[config.mk]
export PLATFORM = sky130hd
export DESIGN_NAME = gregorian_date_add_days_core
export DESIGN_NICKNAME = d
export VERILOG_FILES = /design/src/rtl/core/gdad_pkg.sv /design/src/rtl/core/gdad_ctrl.sv /design/src/rtl/core/gdad_datapath.sv /design/src/rtl/core/gregorian_date_add_days_core.sv
export SDC_FILE = /design/constraint.sdc
export NUM_CORES = 1
export LEC_CHECK = 0
export BUFFER_PORTS_ARGS = -buffer_cell sky130_fd_sc_hd__buf_2
export CAP_MARGIN = 20
export CORE_ASPECT_RATIO = 1.25
export CORE_UTILIZATION = 60
export CTS_CLUSTER_DIAMETER = 50
export DETAILED_ROUTE_END_ITERATION = 8
export GPL_ROUTABILITY_DRIVEN = 1
export GPL_TIMING_DRIVEN = 1
export PLACE_DENSITY = 0.82
export SLEW_MARGIN = 25
export SYNTH_ARGS = -nofsm -noshare
export SYNTH_HDL_FRONTEND = slang
export SYNTH_SLANG_ARGS = --single-unit
[constraint.sdc]
create_clock -name clock -period 5.16 [get_ports clock]
set_input_delay 0.258 -clock clock [delete_from_list [all_inputs] [get_ports clock]]
set_output_delay 0.258 -clock clock [all_outputs]
set_load 0.05 [all_outputs]
[src/rtl/core/gdad_pkg.sv]
// Shared types, constants and the month-length function for the date adder.
// No dependencies; used by the controller, the datapath and the top level.
`timescale 1ns / 1ps

package gdad_pkg;

   localparam int YearWidth  = 14;
   localparam int MonthWidth = 4;
   localparam int DayWidth   = 5;
   localparam int CountWidth = 15;
   localparam int YearIntWidth  = 15;   // year grows by at most about 92
   localparam int TotalWidth    = 16;   // start day + count + a full year
   localparam int QuoWidth      = 8;    // year / 100 for any year the walk can reach
   localparam int StepWidth     = 3;
   localparam int ModWidth      = 7;    // year mod 100

   localparam logic [ModWidth-1:0]    LastYearOfCentury = 7'd99;
   localparam logic [YearIntWidth-1:0] Century          = 15'd100;
   localparam logic [StepWidth-1:0]   DivFirstStep      = 3'd7;
   localparam logic [MonthWidth-1:0]  January           = 4'd1;
   localparam logic [MonthWidth-1:0]  February          = 4'd2;
   localparam logic [MonthWidth-1:0]  December          = 4'd12;

   localparam int ReqDataWidth = 40;
   localparam int RspDataWidth = 24;

   typedef struct packed {
      logic load;        // capture a new start date and count
      logic div_step;    // one restoring step of year / 100
      logic doy_step;    // add the length of one earlier month
      logic walk_init;   // restart the month walk from January
      logic walk_step;   // subtract one month length
      logic out_load;    // move the finished date into the output register
   } gdad_cmd_type;

   typedef struct packed {
      logic div_last;    // the division step just requested is the final one
      logic doy_done;    // all earlier months of the start year are counted
      logic walk_done;   // the remainder fits in the current month
   } gdad_status_type;

   // Length of month m; zero for any month number outside one to twelve.
   function automatic logic [DayWidth-1:0] month_days(input logic [MonthWidth-1:0] m,
                                                      input logic leap);
      logic [DayWidth-1:0] len;
      begin
         unique case (m)
            4'd1, 4'd3, 4'd5, 4'd7, 4'd8, 4'd10, 4'd12: len = 5'd31;
            4'd4, 4'd6, 4'd9, 4'd11:                     len = 5'd30;
            4'd2:                                        len = leap ? 5'd29 : 5'd28;
            default:                                     len = 5'd0;
         endcase
         return len;
      end
   endfunction

endpackage

[src/rtl/core/gdad_ctrl.sv]
// Sequencing state machine for the date adder: accept, divide, day-of-year, walk.
// Depends on gdad_pkg for the command and status structs.
`timescale 1ns / 1ps

module gdad_ctrl
   import gdad_pkg::*;
(
   input  logic            clock,
   input  logic            reset,
   input  logic            req_tvalid,
   output logic            req_tready,
   output logic            rsp_tvalid,
   input  logic            rsp_tready,
   input  gdad_status_type status,
   output gdad_cmd_type    cmd
);

   localparam logic [1:0] StIdle = 2'd0;
   localparam logic [1:0] StDiv  = 2'd1;
   localparam logic [1:0] StDoy  = 2'd2;
   localparam logic [1:0] StWalk = 2'd3;

   logic [1:0] state_ff, state_in;
   logic       rsp_valid_ff, rsp_valid_in;
   logic       out_free;

   assign req_tready = (state_ff == StIdle);
   assign rsp_tvalid = rsp_valid_ff;
   assign out_free   = !rsp_valid_ff || rsp_tready;

   always_comb begin
      state_in = state_ff;
      cmd      = '0;
      unique case (state_ff)
         StIdle: begin
            if (req_tvalid) begin
               cmd.load = 1'b1;
               state_in = StDiv;
            end
         end
         StDiv: begin
            cmd.div_step = 1'b1;
            if (status.div_last) state_in = StDoy;
         end
         StDoy: begin
            if (status.doy_done) begin
               cmd.walk_init = 1'b1;
               state_in      = StWalk;
            end else begin
               cmd.doy_step = 1'b1;
            end
         end
         StWalk: begin
            if (!status.walk_done) begin
               cmd.walk_step = 1'b1;
            end else if (out_free) begin
               cmd.out_load = 1'b1;
               state_in     = StIdle;
            end
         end
         default: state_in = StIdle;
      endcase
   end

   always_comb begin
      rsp_valid_in = rsp_valid_ff;
      if (cmd.out_load)       rsp_valid_in = 1'b1;
      else if (rsp_tready)    rsp_valid_in = 1'b0;
   end

   always_ff @(posedge clock) begin
      if (reset) begin
         state_ff     <= StIdle;
         rsp_valid_ff <= 1'b0;
      end else begin
         state_ff     <= state_in;
         rsp_valid_ff <= rsp_valid_in;
      end
   end

endmodule

[src/rtl/core/gdad_datapath.sv]
// Datapath of the date adder: year / 100 by restoring steps, running total,
// month and year counters with incremental leap tracking, output register.
// Depends on gdad_pkg.
`timescale 1ns / 1ps

module gdad_datapath
   import gdad_pkg::*;
(
   input  logic                    clock,
   input  logic [ReqDataWidth-1:0] req_tdata,
   input  gdad_cmd_type            cmd,
   output gdad_status_type         status,
   output logic [RspDataWidth-1:0] rsp_tdata
);

   logic [YearIntWidth-1:0] year_ff, year_in;
   logic [YearIntWidth-1:0] rem_ff, rem_in;     // year mod 100 once divided
   logic [QuoWidth-1:0]     quo_ff, quo_in;     // year / 100, low bits kept exact
   logic [StepWidth-1:0]    step_ff, step_in;
   logic [MonthWidth-1:0]   month_ff, month_in;
   logic [MonthWidth-1:0]   limit_ff, limit_in; // start month
   logic [TotalWidth-1:0]   total_ff, total_in;
   logic [RspDataWidth-1:0] out_ff, out_in;

   logic [YearIntWidth-1:0] trial;
   logic [ModWidth-1:0]     mod100;
   logic                    leap;
   logic [DayWidth-1:0]     len;

   assign trial  = Century << step_ff;
   assign mod100 = rem_ff[ModWidth-1:0];
   assign leap   = ((mod100[1:0] == 2'd0) && (mod100 != '0)) ||
                   ((mod100 == '0) && (quo_ff[1:0] == 2'd0));
   assign len    = month_days(month_ff, leap);

   assign status.div_last  = (step_ff == '0);
   assign status.doy_done  = (month_ff >= limit_ff);
   assign status.walk_done = (total_ff <= TotalWidth'(len));

   always_comb begin
      year_in  = year_ff;
      rem_in   = rem_ff;
      quo_in   = quo_ff;
      step_in  = step_ff;
      month_in = month_ff;
      limit_in = limit_ff;
      total_in = total_ff;
      out_in   = out_ff;
      if (cmd.load) begin
         year_in  = YearIntWidth'(req_tdata[13:0]);
         rem_in   = YearIntWidth'(req_tdata[13:0]);
         quo_in   = '0;
         step_in  = DivFirstStep;
         month_in = January;
         limit_in = req_tdata[17:14];
         total_in = TotalWidth'(req_tdata[22:18]) + TotalWidth'(req_tdata[37:23]);
      end else if (cmd.div_step) begin
         if (rem_ff >= trial) begin
            rem_in          = rem_ff - trial;
            quo_in[step_ff] = 1'b1;
         end
         step_in = step_ff - 1'b1;
      end else if (cmd.doy_step) begin
         total_in = total_ff + TotalWidth'(len);
         month_in = month_ff + 1'b1;
      end else if (cmd.walk_init) begin
         month_in = January;
      end else if (cmd.walk_step) begin
         total_in = total_ff - TotalWidth'(len);
         if (month_ff == December) begin
            month_in = January;
            year_in  = year_ff + 1'b1;
            if (mod100 == LastYearOfCentury) begin
               rem_in = '0;
               quo_in = quo_ff + 1'b1;
            end else begin
               rem_in = rem_ff + 1'b1;
            end
         end else begin
            month_in = month_ff + 1'b1;
         end
      end else if (cmd.out_load) begin
         out_in = {1'b0, total_ff[DayWidth-1:0], month_ff, year_ff[YearWidth-1:0]};
      end
   end

   always_ff @(posedge clock) begin
      year_ff  <= year_in;
      rem_ff   <= rem_in;
      quo_ff   <= quo_in;
      step_ff  <= step_in;
      month_ff <= month_in;
      limit_ff <= limit_in;
      total_ff <= total_in;
      out_ff   <= out_in;
   end

   assign rsp_tdata = out_ff;

endmodule

[src/rtl/core/gregorian_date_add_days_core.sv]
// Gregorian date plus a day count. One transfer on req carries a start date
// and a count; one transfer on rsp returns the date that many days later.
// An item runs through these phases before its result is registered: a load,
// eight restoring steps dividing the year by 100 (for the leap rule), a count
// of the earlier months of the start year one per cycle (start_month - 1
// months, none for month zero, 14 at most), a restart of the walk at January,
// a walk that subtracts month lengths one per cycle from January of the start
// year (about 1100 months for the largest count), and a load of the output
// register. The walk dominates. A finished date holds in the datapath while
// the output register is still occupied. A new transfer is taken as soon as
// the previous result sits in the output register, even while that result
// still waits on rsp_tready. Depends on gdad_pkg, gdad_ctrl and gdad_datapath.
`timescale 1ns / 1ps

module gregorian_date_add_days_core
   import gdad_pkg::*;
(
   input  logic                    clock,
   input  logic                    reset,
   input  logic                    req_tvalid,
   output logic                    req_tready,
   // start_year[13:0], start_month[17:14], start_day[22:18],
   // days_to_add[37:23], zero fill[39:38]
   input  logic [ReqDataWidth-1:0] req_tdata,
   output logic                    rsp_tvalid,
   input  logic                    rsp_tready,
   // end_year[13:0], end_month[17:14], end_day[22:18], zero fill[23]
   output logic [RspDataWidth-1:0] rsp_tdata
);

   gdad_cmd_type    cmd;
   gdad_status_type status;

   // Sequencer: owns the handshakes and steps the datapath through its phases.
   gdad_ctrl u_ctrl (
      .clock      (clock),
      .reset      (reset),
      .req_tvalid (req_tvalid),
      .req_tready (req_tready),
      .rsp_tvalid (rsp_tvalid),
      .rsp_tready (rsp_tready),
      .status     (status),
      .cmd        (cmd)
   );

   // Datapath: counters, running total and the output register.
   gdad_datapath u_datapath (
      .clock     (clock),
      .req_tdata (req_tdata),
      .cmd       (cmd),
      .status    (status),
      .rsp_tdata (rsp_tdata)
   );

endmodule

---- Yosys cells after proc, flatten, opt, wreduce, memory -nomap -nowiden ----
Cells that the tools add are included.
storage, ports and cells
  flip-flop bits (word level) ............. 91
  output and inout port bits .............. 26
operators by class
  add/subtract/negate cells ............... 9
  magnitude comparators ................... 5
  equal/unequal tests ..................... 31
  shifts and indexed selects .............. 1
  multiplexer cells ....................... 52
  bitwise logic cells ..................... 6
  reduce and logical (&&, ||, !) cells .... 33
operators with widths
  operator                                                                 count
  15-bit two-way mux                                                       7
  14-bit two-way mux                                                       7
  16-bit two-way mux                                                       5
  8-bit two-way mux                                                        7
  15-bit by 1-bit adder with 15-bit output, second input constant          2
  5-bit AND reduction                                                      5
  4-bit == test, second input constant                                     5
  16-bit by 5-bit adder with 16-bit output                                 1
  5-bit by 15-bit adder with 16-bit output                                 1
  4-bit by 3-bit == test with 1-bit output, second input constant          4
  16-bit by 5-bit less-or-equal comparator with 1-bit output               1
  4-bit two-way mux                                                        4
  2-bit by 1-bit inequality test with 1-bit output, second input constant  8
  16-bit by 5-bit subtractor with 16-bit output                            1
  15-bit >= comparator                                                     1
  5-bit case mux with 3 select lines                                       1
  7-bit by 3-bit << shifter with 15-bit output, first input constant       1
  15-bit subtractor                                                        1
  2-bit two-way mux                                                        7
  1-bit two-way mux                                                        12
  3-bit by 1-bit inequality test with 1-bit output, second input constant  4
  6-bit AND reduction                                                      2
  2-bit nonzero test                                                       6
  3-bit nonzero test                                                       4
  other kinds (27)                                                         40

---- Logic depth before layout (Yosys ltp) ----
Gate-level depths: netlist (run 1).
  depth in word-level cells ............... 13
  gate-level depth with buffers ........... 17
  gate-level depth less buffers ........... 17

---- Modules after synthesis ----
Synthesis (run 1) repeated with hierarchy kept, for this count alone.
unflattened totals
  cell total of the unflattened synthesis .. 651
  area, all modules ....................... 6135.9 sq um
modules (own cells, without submodules)
  module         instances  cells each  area an instance (sq um)
  gdad_datapath  1          622         5843.1
  gdad_ctrl      1          29          292.8

---- Worst setup path before layout (run 1) ----
Ideal clock, no wire load.
  kind .................................... reg2reg
  from .................................... reg u_datapath.rem_ff[3]
  to ...................................... reg u_datapath.rem_ff[10], enable pin
  setup time .............................. 0.400 ns
  arrival ................................. 3.743 ns
  data required time ...................... 4.760 ns
  setup slack ............................. 1.017 ns
  stages on the path, launching flop included .. 12
  buffers on the path ..................... 0
  cell sequence ........................... edfxtp_1 > or3_1 > nor4_1 > o221ai_1 > ha_1 > fa_1 > nor2_1 > o311a_2 > o31ai_4 > a211o_4 > and2_2 > a211oi_1
between the ends
  word-level cells in the longest chain between the ends .. 10
ends and longest elaborated chain
  element                                                     RTL line                                  text
  start, declared                                             gdad_datapath.sv:17                       logic [YearIntWidth-1:0] rem_ff, rem_in;
  start signal, assigned                                      gdad_datapath.sv:89                       rem_ff <= rem_in;
  7-bit nonzero test or 7-bit zero test (tied branches)       gdad_datapath.sv:32, gdad_datapath.sv:33
  1-bit logical AND (on tied branches)                        gdad_datapath.sv:32, gdad_datapath.sv:33
  1-bit logical OR                                            gdad_datapath.sv:32                       assign leap = ((mod100[1:0] == 2'd0) && (mod100 != '0)) ||
  1-bit two-way mux                                           gdad_pkg.sv:50                            4'd2: len = leap ? 5'd29 : 5'd28;
  5-bit case mux with 3 select lines                          gdad_pkg.sv:47                            unique case (m)
  16-bit by 5-bit less-or-equal comparator with 1-bit output  gdad_datapath.sv:38                       assign status.walk_done = (total_ff <= TotalWidth'(len));
  1-bit two-way mux                                           gdad_ctrl.sv:54                           if (!status.walk_done) begin
  2-bit two-way mux                                           gdad_ctrl.sv:34                           unique case (state_ff)
  3-bit nonzero test (no source line)                         n/a
  5-bit AND reduction (no source line) *                      n/a
Mark *: on every way between the ends. The rest lies on a longest branch, timed or not.
A chain may end at the register's enable or synchronous reset.

---- Final worst setup path (run 1) ----
  from .................................... reg u_datapath.month_ff[0]
  to ...................................... reg u_datapath.out_ff[16], in the netlist u_datapath.rsp_tdata[16], enable pin
between the ends
  word-level cells in the longest chain between the ends .. 8
ends and longest elaborated chain
  element                                                                 RTL line             text
  start, declared                                                         gdad_datapath.sv:20  logic [MonthWidth-1:0] month_ff, month_in;
  start signal, assigned                                                  gdad_datapath.sv:92  month_ff <= month_in;
  4-bit by 1-bit == test with 1-bit output, or another cell as far along  gdad_pkg.sv:47
  7-bit OR reduction or 4-bit OR reduction (tied branches)                gdad_pkg.sv:47
  5-bit case mux with 3 select lines                                      gdad_pkg.sv:47
  16-bit by 5-bit less-or-equal comparator with 1-bit output              gdad_datapath.sv:38
  1-bit two-way mux                                                       gdad_ctrl.sv:54
  2-bit two-way mux                                                       gdad_ctrl.sv:34
  1-bit inverter (no source line)                                         n/a
  6-bit AND reduction (no source line) *                                  n/a
  end signal, assigned                                                    gdad_datapath.sv:95  out_ff <= out_in;
  end, declared                                                           gdad_datapath.sv:23  logic [RspDataWidth-1:0] out_ff, out_in;
Marks and branches as above.

==> results.sh, run 1 <==
export IMPL_place_gp_congestion=0.886
export IMPL_cts_buffers=9
export IMPL_hp_start="req_tdata[16]"
export IMPL_rsz0062_at_grt="no"
export IMPL_critical_path_class="reg -> reg"
export IMPL_p_per_area_nw_per_um2=742
export IMPL_finalSetupTns_ns=0
export IMPL_htree_levels=3
export IMPL_synth_avg_cell_area_sq_um=9.53
export IMPL_drive_gt1_share_pct=14.9
export IMPL_path_buf_inv=3
export IMPL_hold_violations=0
export IMPL_grt_max_degree=54
export IMPL_cp_slowest_cell="dfxtp_1"
export IMPL_syn_area_sq_um=5990
export IMPL_grt_pass1_wl_mm=23.1
export IMPL_antenna_found_initial=0
export IMPL_finalMaxSlewViolations=0
export IMPL_vias=5035
export IMPL_synth_cell_types=73
export IMPL_io_buffer_count=66
export IMPL_ios=70
export IMPL_hold_buffers=0
export IMPL_endpoint_kind="flip-flop"
export IMPL_critPathMaxStageDelay_ns=0.43
export IMPL_initial_core_util_pct=62.0
export IMPL_post_drt_wl_per_cell_um=17.0
export IMPL_finClkSkew_ns=0.0105
export IMPL_yosysTopAreaCellShare_pct=35.6
export IMPL_core_area_sq_um=9660
export IMPL_yosys_warnings=0
export IMPL_placed_cell_area_sq_um=6410
export IMPL_first_pass_iters=5
export IMPL_dpl_cell_count=808
export IMPL_grt_overflow=0
export IMPL_final_cells=824
export IMPL_yosysTopAreaCell="edfxtp_1"
export IMPL_path_cells="inv_1 -> ha_1 -> nor3_1 -> a21oi_1 -> nor2_1 -> a21oi_1 -> inv_1 -> nand2_1 -> ha_1 -> or3_4 -> or3_4 -> o31ai_4 -> nand3_1 -> nor2_2 -> buf_4"
export IMPL_cp_top_family="simple AND/OR/NAND/NOR gates"
export IMPL_cap_violations=0
export IMPL_synth_edff_count=71
export IMPL_reg2reg_from="u_datapath.month_ff[0]$_SDFFE_PP1P_"
export IMPL_vias_per_cell=6.11
export IMPL_yosysMostFrequentCell="edfxtp_1"
export IMPL_antenna_left=0
export IMPL_static_leakage_power_nw=2.68
export IMPL_synth_area_leaders="edfxtp_1 (36%), ha_1 (10%), a21oi_1 (4.6%)"
export IMPL_area_delta_synth_final_pct=11.8
export IMPL_fin_crit_sh_pct=79.6
export IMPL_numClockSinks=84
export IMPL_clk_path_buf_depth=2
export IMPL_chipWidth_um=91.3
export IMPL_cts_tree="built"
export IMPL_post_cts_buffers=0
export IMPL_cts_root_buf="clkbuf_16"
export IMPL_timing_final_crit_period_ns=4.11
export IMPL_cp_arrival_ns=4.15
export IMPL_start_kind="flip-flop"
export IMPL_slew_headroom_pct=42.9
export IMPL_finalSetupViolCount=0
export IMPL_async_reset_ff_share_pct=0
export IMPL_synth_nets=725
export IMPL_clock_latency_ns=0.35
export IMPL_synth_common_cells="edfxtp_1 (71), nor2_1 (63), a21oi_1 (55)"
export IMPL_ys_seq_elements=84
export IMPL_die_y_um=114
export IMPL_drt_wl_total_mm=14.0
export IMPL_nNetsFinal=790
export IMPL_hp_class="in -> reg"
export IMPL_n_antenna_cell=0
export IMPL_ys_seq_area_share_pct=40.0
export IMPL_grt_pass1_vias=5030
export IMPL_synthFlopType="edfxtp_1"
export IMPL_design_area_sq_um=6690
export IMPL_worstMarginPinSlew_ns=0.857
export IMPL_cp_max_fo=18
export IMPL_max_freq_ghz=0.243
export IMPL_drt_initial_drc_count=416
export IMPL_dieArea_sq_um=10400
export IMPL_clkTransAtPathRegs_ns=0.07
export IMPL_required_ns=5.20
export IMPL_post_route_drc_count=0
export IMPL_dp_hpwl_mm=10.2
export IMPL_syn_inst=628
export IMPL_max_vdd_ir_drop_v=0.000497
export IMPL_cts_resized=0
export IMPL_setup_worst_path_start="u_datapath.month_ff[0]$_SDFFE_PP1P_"
export IMPL_status="complete, no violations"
export IMPL_grt_usage_pct=28.1
export IMPL_row_count=40
-- registers in the layout (all words and copies together), names as in the netlist --
register / count
u_datapath.month_ff: 4
u_datapath.rem_ff: 15
u_ctrl.rsp_tvalid: 1
u_datapath.year_ff: 14
u_ctrl.state_ff: 2
u_datapath.rsp_tdata: 23
u_datapath.step_ff: 3
u_datapath.total_ff: 16
u_datapath.quo_ff: 2
u_datapath.limit_ff: 4
-- layer usage --
metal	share of wire, %	GRT usage (%)
met5	0	0
met4	4.1	15.2
met3	5.1	3.47
met2	53	54.1
met1	37	29.6
-- cell type report --
cell class	count	area (sq um)
clock inverter	6	46.3
multi-input combinational	488	3340
fill	734	2970
inverter	38	143
timing repair buffer	72	375
tap	126	158
sequential	84	2390
clock buffer	10	239
-- final timing paths --
kind,end,slack [ns],cells past startpoint
worst max-delay path,u_datapath.rsp_tdata[16]$_DFFE_PP_,1.05,15
worst min-delay path,u_datapath.limit_ff[2]$_DFFE_PP_,0.08,1
worst max register to register,u_datapath.rsp_tdata[16]$_DFFE_PP_,1.05,15
worst min register to register,u_datapath.quo_ff[0]$_SDFFE_PP0P_,0.48,1
-- report_power, final --
part / switching [mW] / total [mW] / internal [mW]
registers: 0.288 / 1.43 / 1.15
clock network: 0.285 / 0.627 / 0.343
logic: 1.76 / 2.91 / 1.15
-- cell usage in the layout (no fill, tap or decap), drive strengths merged, types with 26 or more instances in the layout --
cell	synthesis	routed
edfxtp	71	71
inv	38	40
nor2	63	63
xor2	29	29
ha	50	50
buf	10	72
o21ai	26	26
nand2	54	54
a21oi	55	55
nand3	29	29
-- cells by family after synthesis --
group / Yosys count / share of synthesized area [%]
xor gates and xnor gates: 54 / 7.90
AOI/OAI and AO/OA: 140 / 15.3
muxes: 8 / 1.34
DFF: 84 / 40.0
and+or+nand+nor: 232 / 19.6
adders and majority gates: 53 / 11.5
buffers and inverters: 56 / 4.39
other: 1 / 0.0626
-- stage by stage --
stage	power, mW	hold slack, ns	util, %	setup slack (ns)
2_1_floorplan	3.62	0.327	-	1.02
4_1_cts	4.89	0.0778	69.3	1.08
6_report	4.97	0.0751	69.3	1.05
3_5_place_dp	4.24	0.436	66.3	1.13
3_3_place_gp	4.09	0.437	66.3	1.26
5_1_grt	5.31	0.0774	69.3	0.776
No activity file was read; power rests on OpenSTA's default activity.
==> run 2, diff against run 1 <==
==> constraint.sdc (replaced) <==
create_clock -name clock -period 4.3 [get_ports clock]
set_input_delay 0.215 -clock clock [delete_from_list [all_inputs] [get_ports clock]]
set_output_delay 0.215 -clock clock [all_outputs]
set_load 0.05 [all_outputs]
==> results.sh, run 2 (synthesis gave the netlist of run 1 again) <==
export IMPL_power_mw=6.06
export IMPL_critical_path_class="reg -> reg"
export IMPL_dp_hpwl_mm=10.2
export IMPL_rr_worst_depth=16
export IMPL_combPwrFrac_pct=57.6
export IMPL_cp_arrival_ns=3.91
export IMPL_p_per_area_nw_per_um2=897
export IMPL_final_common_cell="edfxtp_1"
export IMPL_cap_violations=0
export IMPL_largest_register_ffs=23
export IMPL_fin_crit_sh_pct=89.8
export IMPL_dp_slack_ns=0.484
export IMPL_numClockSinks=84
export IMPL_p_seq_share_pct=28.3
export IMPL_power_switching_mw=2.78
export IMPL_clk_path_buf_depth=2
export IMPL_cts_buffers=9
export IMPL_p_clk_share_pct=14.2
export IMPL_area_delta_synth_final_pct=12.9
export IMPL_core_area_sq_um=9660
export IMPL_grt_pass1_wl_mm=22.4
export IMPL_switching_share_pct=45.9
export IMPL_post_cts_buffers=0
export IMPL_layout_setup_ws_ns=0.440
export IMPL_clock_latency_ns=0.35
export IMPL_worstReg2RegEnd="u_datapath.rem_ff[12]$_DFFE_PP_"
export IMPL_worstMarginPinSlew_ns=0.844
export IMPL_grt_max_degree=54
export IMPL_rsz0062_at_grt="no"
export IMPL_status="complete, no violations"
export IMPL_grt_usage_pct=27.6
export IMPL_critPathCapture="u_datapath.rem_ff[12]$_DFFE_PP_"
export IMPL_htree_levels=3
export IMPL_timing_final_crit_period_ns=3.86
export IMPL_post_route_drc_count=0
export IMPL_antenna_left=0
export IMPL_initial_core_util_pct=62.0
export IMPL_chipWidth_um=91.3
export IMPL_finClkSkew_ns=0.00441
export IMPL_setup_worst_path_start="u_datapath.month_ff[0]$_SDFFE_PP1P_"
export IMPL_die_y_um=114
export IMPL_post_drt_wl_per_cell_um=16.5
export IMPL_hp_class="in -> reg"
export IMPL_grt_overflow=0
export IMPL_vias=5009
export IMPL_endpoint_kind="flip-flop"
export IMPL_antenna_found_initial=0
export IMPL_cp_max_fo=12
export IMPL_required_ns=4.35
export IMPL_finalSetupViolCount=0
export IMPL_p_int_mw=3.28
export IMPL_static_leakage_power_nw=2.72
export IMPL_cts_root_buf="clkbuf_16"
export IMPL_grt_pass1_vias=4862
export IMPL_drt_wl_total_mm=13.7
export IMPL_cts_tree="built"
export IMPL_io_buffer_count=66
export IMPL_slew_headroom_pct=43.7
export IMPL_clkTransAtPathRegs_ns=0.07
export IMPL_r2r_slack_ns=0.44
export IMPL_row_count=40
export IMPL_layout_common_cells="edfxtp_1 (71), buf_2 (66), nor2_1 (62)"
export IMPL_dieArea_sq_um=10400
export IMPL_finalSetupTns_ns=0
export IMPL_finalMaxSlewViolations=0
export IMPL_drt_initial_drc_count=335
export IMPL_start_kind="flip-flop"
export IMPL_place_gp_congestion=0.890
export IMPL_first_pass_iters=7
export IMPL_hold_buffers=0
export IMPL_drive_gt1_share_pct=15.4
export IMPL_n_antenna_cell=0
export IMPL_ios=70
export IMPL_reg2reg_from="u_datapath.month_ff[0]$_SDFFE_PP1P_"
export IMPL_max_freq_ghz=0.259
export IMPL_cts_resized=0
export IMPL_vias_per_cell=6.06
export IMPL_max_vdd_ir_drop_v=0.000800
export IMPL_hold_violations=0
export IMPL_nNetsFinal=793
-- run 2: cell types whose count changed in the layout (fill, tap and decap cells not counted) --
| cell | change |
|---|---|
| clkinvlp_4 | -1 |
| clkinv_1 | -1 |
| bufinv_16 | +2 |
| clkbuf_8 | -1 |
| inv_8 | +1 |
| buf_4 | +3 |
-- run 2: power by group through the flow --
stage | registers, mW | logic [mW] | clock network (mW)
after global placement | 1.69 | 3.24 | 0
after global routing | 1.75 | 3.87 | 0.903
final | 1.71 | 3.49 | 0.860
after floorplan | 1.62 | 2.73 | 0
after detailed placement | 1.72 | 3.39 | 0
after CTS | 1.70 | 3.44 | 0.870
-- run 2: how the worst min path moves through the flow --
stage / startpoint / to / depth (start not counted)
after detailed placement: req_tdata[15] / u_datapath.limit_ff[1]$_DFFE_PP_ / 1
after floorplan: reset / u_ctrl.rsp_tvalid$_SDFFE_PP0P_ / 1
after global routing: req_tdata[15] / u_datapath.limit_ff[1]$_DFFE_PP_ / 1
after CTS: req_tdata[17] / u_datapath.limit_ff[3]$_DFFE_PP_ / 1
final: req_tdata[15] / u_datapath.limit_ff[1]$_DFFE_PP_ / 1
after global placement: req_tdata[17] / u_datapath.limit_ff[3]$_DFFE_PP_ / 1
-- run 2: critical path: stages (launching register included) --
cell      delay (ns)
dfxtp_1         0.40
inv_1           0.13
ha_1            0.26
nor3_1          0.22
a21oi_1         0.06
nor2_1          0.10
a21oi_1         0.09
inv_1           0.14
nand2_1         0.16
ha_1            0.42
or2b_1          0.20
o311a_2         0.24
o31ai_4         0.09
a211o_4         0.38
and2_2          0.20
a211oi_1        0.21
buf_4           0.25
-- run 2: layout make-up --
| class | instances | area (sq um) |
|---|---|---|
| multi-input cells | 488 | 3340 |
| fillers | 744 | 2900 |
| flip-flops and latches | 84 | 2390 |
| repair buffers | 75 | 398 |
| clock buffers | 9 | 225 |
| well taps | 126 | 158 |
| inverters | 38 | 143 |
| clock inverters | 7 | 106 |
-- run 2: metrics by stage --
step           area, sq um  hold WS (ns)  instances  utilization [%]
6_report              6760        0.0397        827             70.0
5_1_grt               6760        0.0302        827             70.0
4_1_cts               6760        0.0313        827             70.0
3_5_place_dp          6430         0.393        811             66.6
3_3_place_gp          6430         0.393        811             66.6
2_1_floorplan         5990         0.284        628                -
-- run 2: metal layers --
layer	wire length, um	GRT usage [%]	vias up
met1	5310	29.9	2368
met3	626	4.80	29
met2	7360	52.7	173
met5	0	0	-
met4	366	11.2	0
li1	-	-	2439
==> run 3, diff against run 2 <==
--- a/config.mk
+++ b/config.mk
@@ -8,12 +8,12 @@
 export BUFFER_PORTS_ARGS = -buffer_cell sky130_fd_sc_hd__buf_2
 export CAP_MARGIN = 20
 export CORE_ASPECT_RATIO = 1.25
-export CORE_UTILIZATION = 60
+export CORE_UTILIZATION = 54
 export CTS_CLUSTER_DIAMETER = 50
 export DETAILED_ROUTE_END_ITERATION = 8
 export GPL_ROUTABILITY_DRIVEN = 1
 export GPL_TIMING_DRIVEN = 1
-export PLACE_DENSITY = 0.82
+export PLACE_DENSITY = 0.78
 export SLEW_MARGIN = 25
 export SYNTH_ARGS = -nofsm -noshare
 export SYNTH_HDL_FRONTEND = slang
==> constraint.sdc (replaced) <==
create_clock -name clock -period 3.21 [get_ports clock]
set_input_delay 0.1605 -clock clock [delete_from_list [all_inputs] [get_ports clock]]
set_output_delay 0.1605 -clock clock [all_outputs]
set_load 0.05 [all_outputs]
==> results.sh, run 3 (synthesis gave the netlist of run 1 again) <==
export IMPL_path_buf_inv=4
export IMPL_first_pass_iters=5
export IMPL_cp_max_fo=5
export IMPL_chipWidth_um=96.2
export IMPL_row_count=42
export IMPL_timing_final_crit_period_ns=3.45
export IMPL_grt_busiest_layer="met2"
export IMPL_core_area_sq_um=10700
export IMPL_worstMarginPinSlew_ns=0.941
export IMPL_vias=5329
export IMPL_status="complete, but fails checks"
export IMPL_die_y_um=120
export IMPL_dieArea_sq_um=11500
export IMPL_grt_overflow=0
export IMPL_area_delta_synth_final_pct=27.7
export IMPL_path_common_cell="buf_4"
export IMPL_ios=70
export IMPL_fin_crit_sh_pct=107
export IMPL_cap_violations=0
export IMPL_post_route_drc_count=0
export IMPL_finalSetupViolCount=80
export IMPL_critical_path_class="reg -> reg"
export IMPL_cts_root_buf="clkbuf_16"
export IMPL_required_ns=3.28
export IMPL_initial_core_util_pct=56.1
export IMPL_finalMaxSlewViolations=0
export IMPL_final_common_cell="edfxtp_1"
export IMPL_cts_tree="built"
export IMPL_violations="setup timing"
export IMPL_place_gp_congestion=0.854
export IMPL_cp_arrival_ns=3.52
export IMPL_fillers=731
export IMPL_cts_buffers=9
export IMPL_htree_levels=3
export IMPL_final_cells=894
export IMPL_drt_wl_total_mm=15.7
export IMPL_vias_per_cell=5.96
export IMPL_hold_violations=0
export IMPL_clkTransAtPathRegs_ns=0.07
export IMPL_rsz0062_at_grt="yes"
export IMPL_antenna_found_initial=0
export IMPL_gr_usage_met3_pct=4.94
export IMPL_grt_usage_pct=27.6
export IMPL_layout_common_cells="edfxtp_1 (71), buf_2 (66), nor2_1 (59)"
export IMPL_dp_hpwl_mm=10.9
export IMPL_layout_setup_ws_ns=-0.237
export IMPL_power_mw=10.1
export IMPL_grt_pass1_vias=5291
export IMPL_clock_latency_ns=0.34
export IMPL_slew_headroom_pct=37.2
export IMPL_gr_usage_met2_pct=50.3
export IMPL_post_drt_wl_per_cell_um=17.5
export IMPL_static_leakage_power_nw=3.06
export IMPL_antenna_left=0
export IMPL_critPathMaxStageDelay_ns=0.44
export IMPL_numClockSinks=84
export IMPL_cp_top_family="simple AND/OR/NAND/NOR gates"
export IMPL_clk_path_buf_depth=2
export IMPL_hp_class="in -> reg"
export IMPL_nNetsFinal=854
export IMPL_whs_ns=0.0329
export IMPL_endpoint_kind="flip-flop"
export IMPL_grt_pass1_wl_mm=24.4
export IMPL_start_kind="flip-flop"
export IMPL_n_antenna_cell=0
export IMPL_max_freq_ghz=0.290
export IMPL_max_vdd_ir_drop_v=0.00108
export IMPL_largest_register_ffs=23
export IMPL_dpl_cell_count=856
export IMPL_finClkSkew_ns=0.0105
export IMPL_p_per_area_nw_per_um2=1320
export IMPL_path_cells="ha_2 -> nor3_2 -> a21oi_1 -> nor2_1 -> a21oi_2 -> inv_2 -> buf_4 -> buf_4 -> buf_4 -> fa_1 -> or2b_1 -> a21oi_2 -> nor2_2 -> nor3_4 -> a32oi_2 -> xor2_1 -> mux2i_1"
export IMPL_drive_gt1_share_pct=27.7
export IMPL_gr_usage_met1_pct=30.1
export IMPL_cp_slowest_cell="fa_1"
export IMPL_io_buffer_count=66
export IMPL_drt_initial_drc_count=353
export IMPL_grt_max_degree=54
[run 3: cell types whose count changed in the layout (fill, tap and decap cells not counted), moves of 4 or more]
cell,previous run,this run
o21ai_0,25,21
buf_4,9,56
buf_6,0,7
a21oi_1,55,51
ha_1,50,40
ha_2,0,4
ha_4,0,6
dlygate4sd3_1,0,4
[run 3: power breakdown]
| part | internal, mW | total [mW] | switching [mW] | leakage, nW |
|---|---|---|---|---|
| Combinational | 3.04 | 6.63 | 3.58 | 2.14 |
| Sequential | 1.85 | 2.30 | 0.451 | 0.768 |
| Clock | 0.706 | 1.14 | 0.436 | 0.152 |
[run 3: path summary, 6_finish.rpt]
path | startpoint | to | slack, ns | cells after the start
worst max-delay path | u_datapath.month_ff[0]$_SDFFE_PP1P_ | u_datapath.total_ff[14]$_DFFE_PP_ | -0.24 | 17
worst min-delay path | reset | u_ctrl.rsp_tvalid$_SDFFE_PP0P_ | 0.03 | 2
worst max register to register | u_datapath.month_ff[0]$_SDFFE_PP1P_ | u_datapath.total_ff[14]$_DFFE_PP_ | -0.24 | 17
worst min register to register | u_datapath.year_ff[13]$_DFFE_PP_ | u_datapath.rsp_tdata[13]$_DFFE_PP_ | 0.49 | 0
[run 3: final cells by class]
type                    count  area, sq um  share of cell area (%)
multi-input cells         488         3670                    48.1
flip-flops and latches     84         2400                    31.4
repair buffers            136          930                    12.2
clock buffers              11          243                    3.18
well taps                 132          165                    2.16
inverters                  38          148                    1.93
clock inverters             5         83.8                    1.10
[run 3: repair_timing]
item	in CTS	in global routing
pin swaps	6	15
buffers inserted	10	9
gates cloned	1	0
hold endpoints to repair	4	0
resized for setup	24	33
endpoints found under the setup margin	82	86
hold buffers	4	0
[run 3: routing by layer]
| metal | up-vias | wire [um] |
|---|---|---|
| li1 | 2553 | - |
| met1 | 2523 | 5840 |
| met2 | 210 | 8460 |
| met3 | 43 | 829 |
| met4 | 0 | 541 |
| met5 | - | 0 |
[run 3: stage by stage]
stage / TNS [ns] / worst slack [ns] / instance area (sq um) / utilization, %
floorplan: -6.02 / -0.251 / 6110 / -
global placement: -3.82 / -0.163 / 6900 / 64.6
detailed placement: -10.21 / -0.376 / 6900 / 64.6
CTS: -3.23 / -0.138 / 7470 / 70.0
global route: -19.57 / -0.346 / 7640 / 71.6
finish: -9.90 / -0.237 / 7640 / 71.6
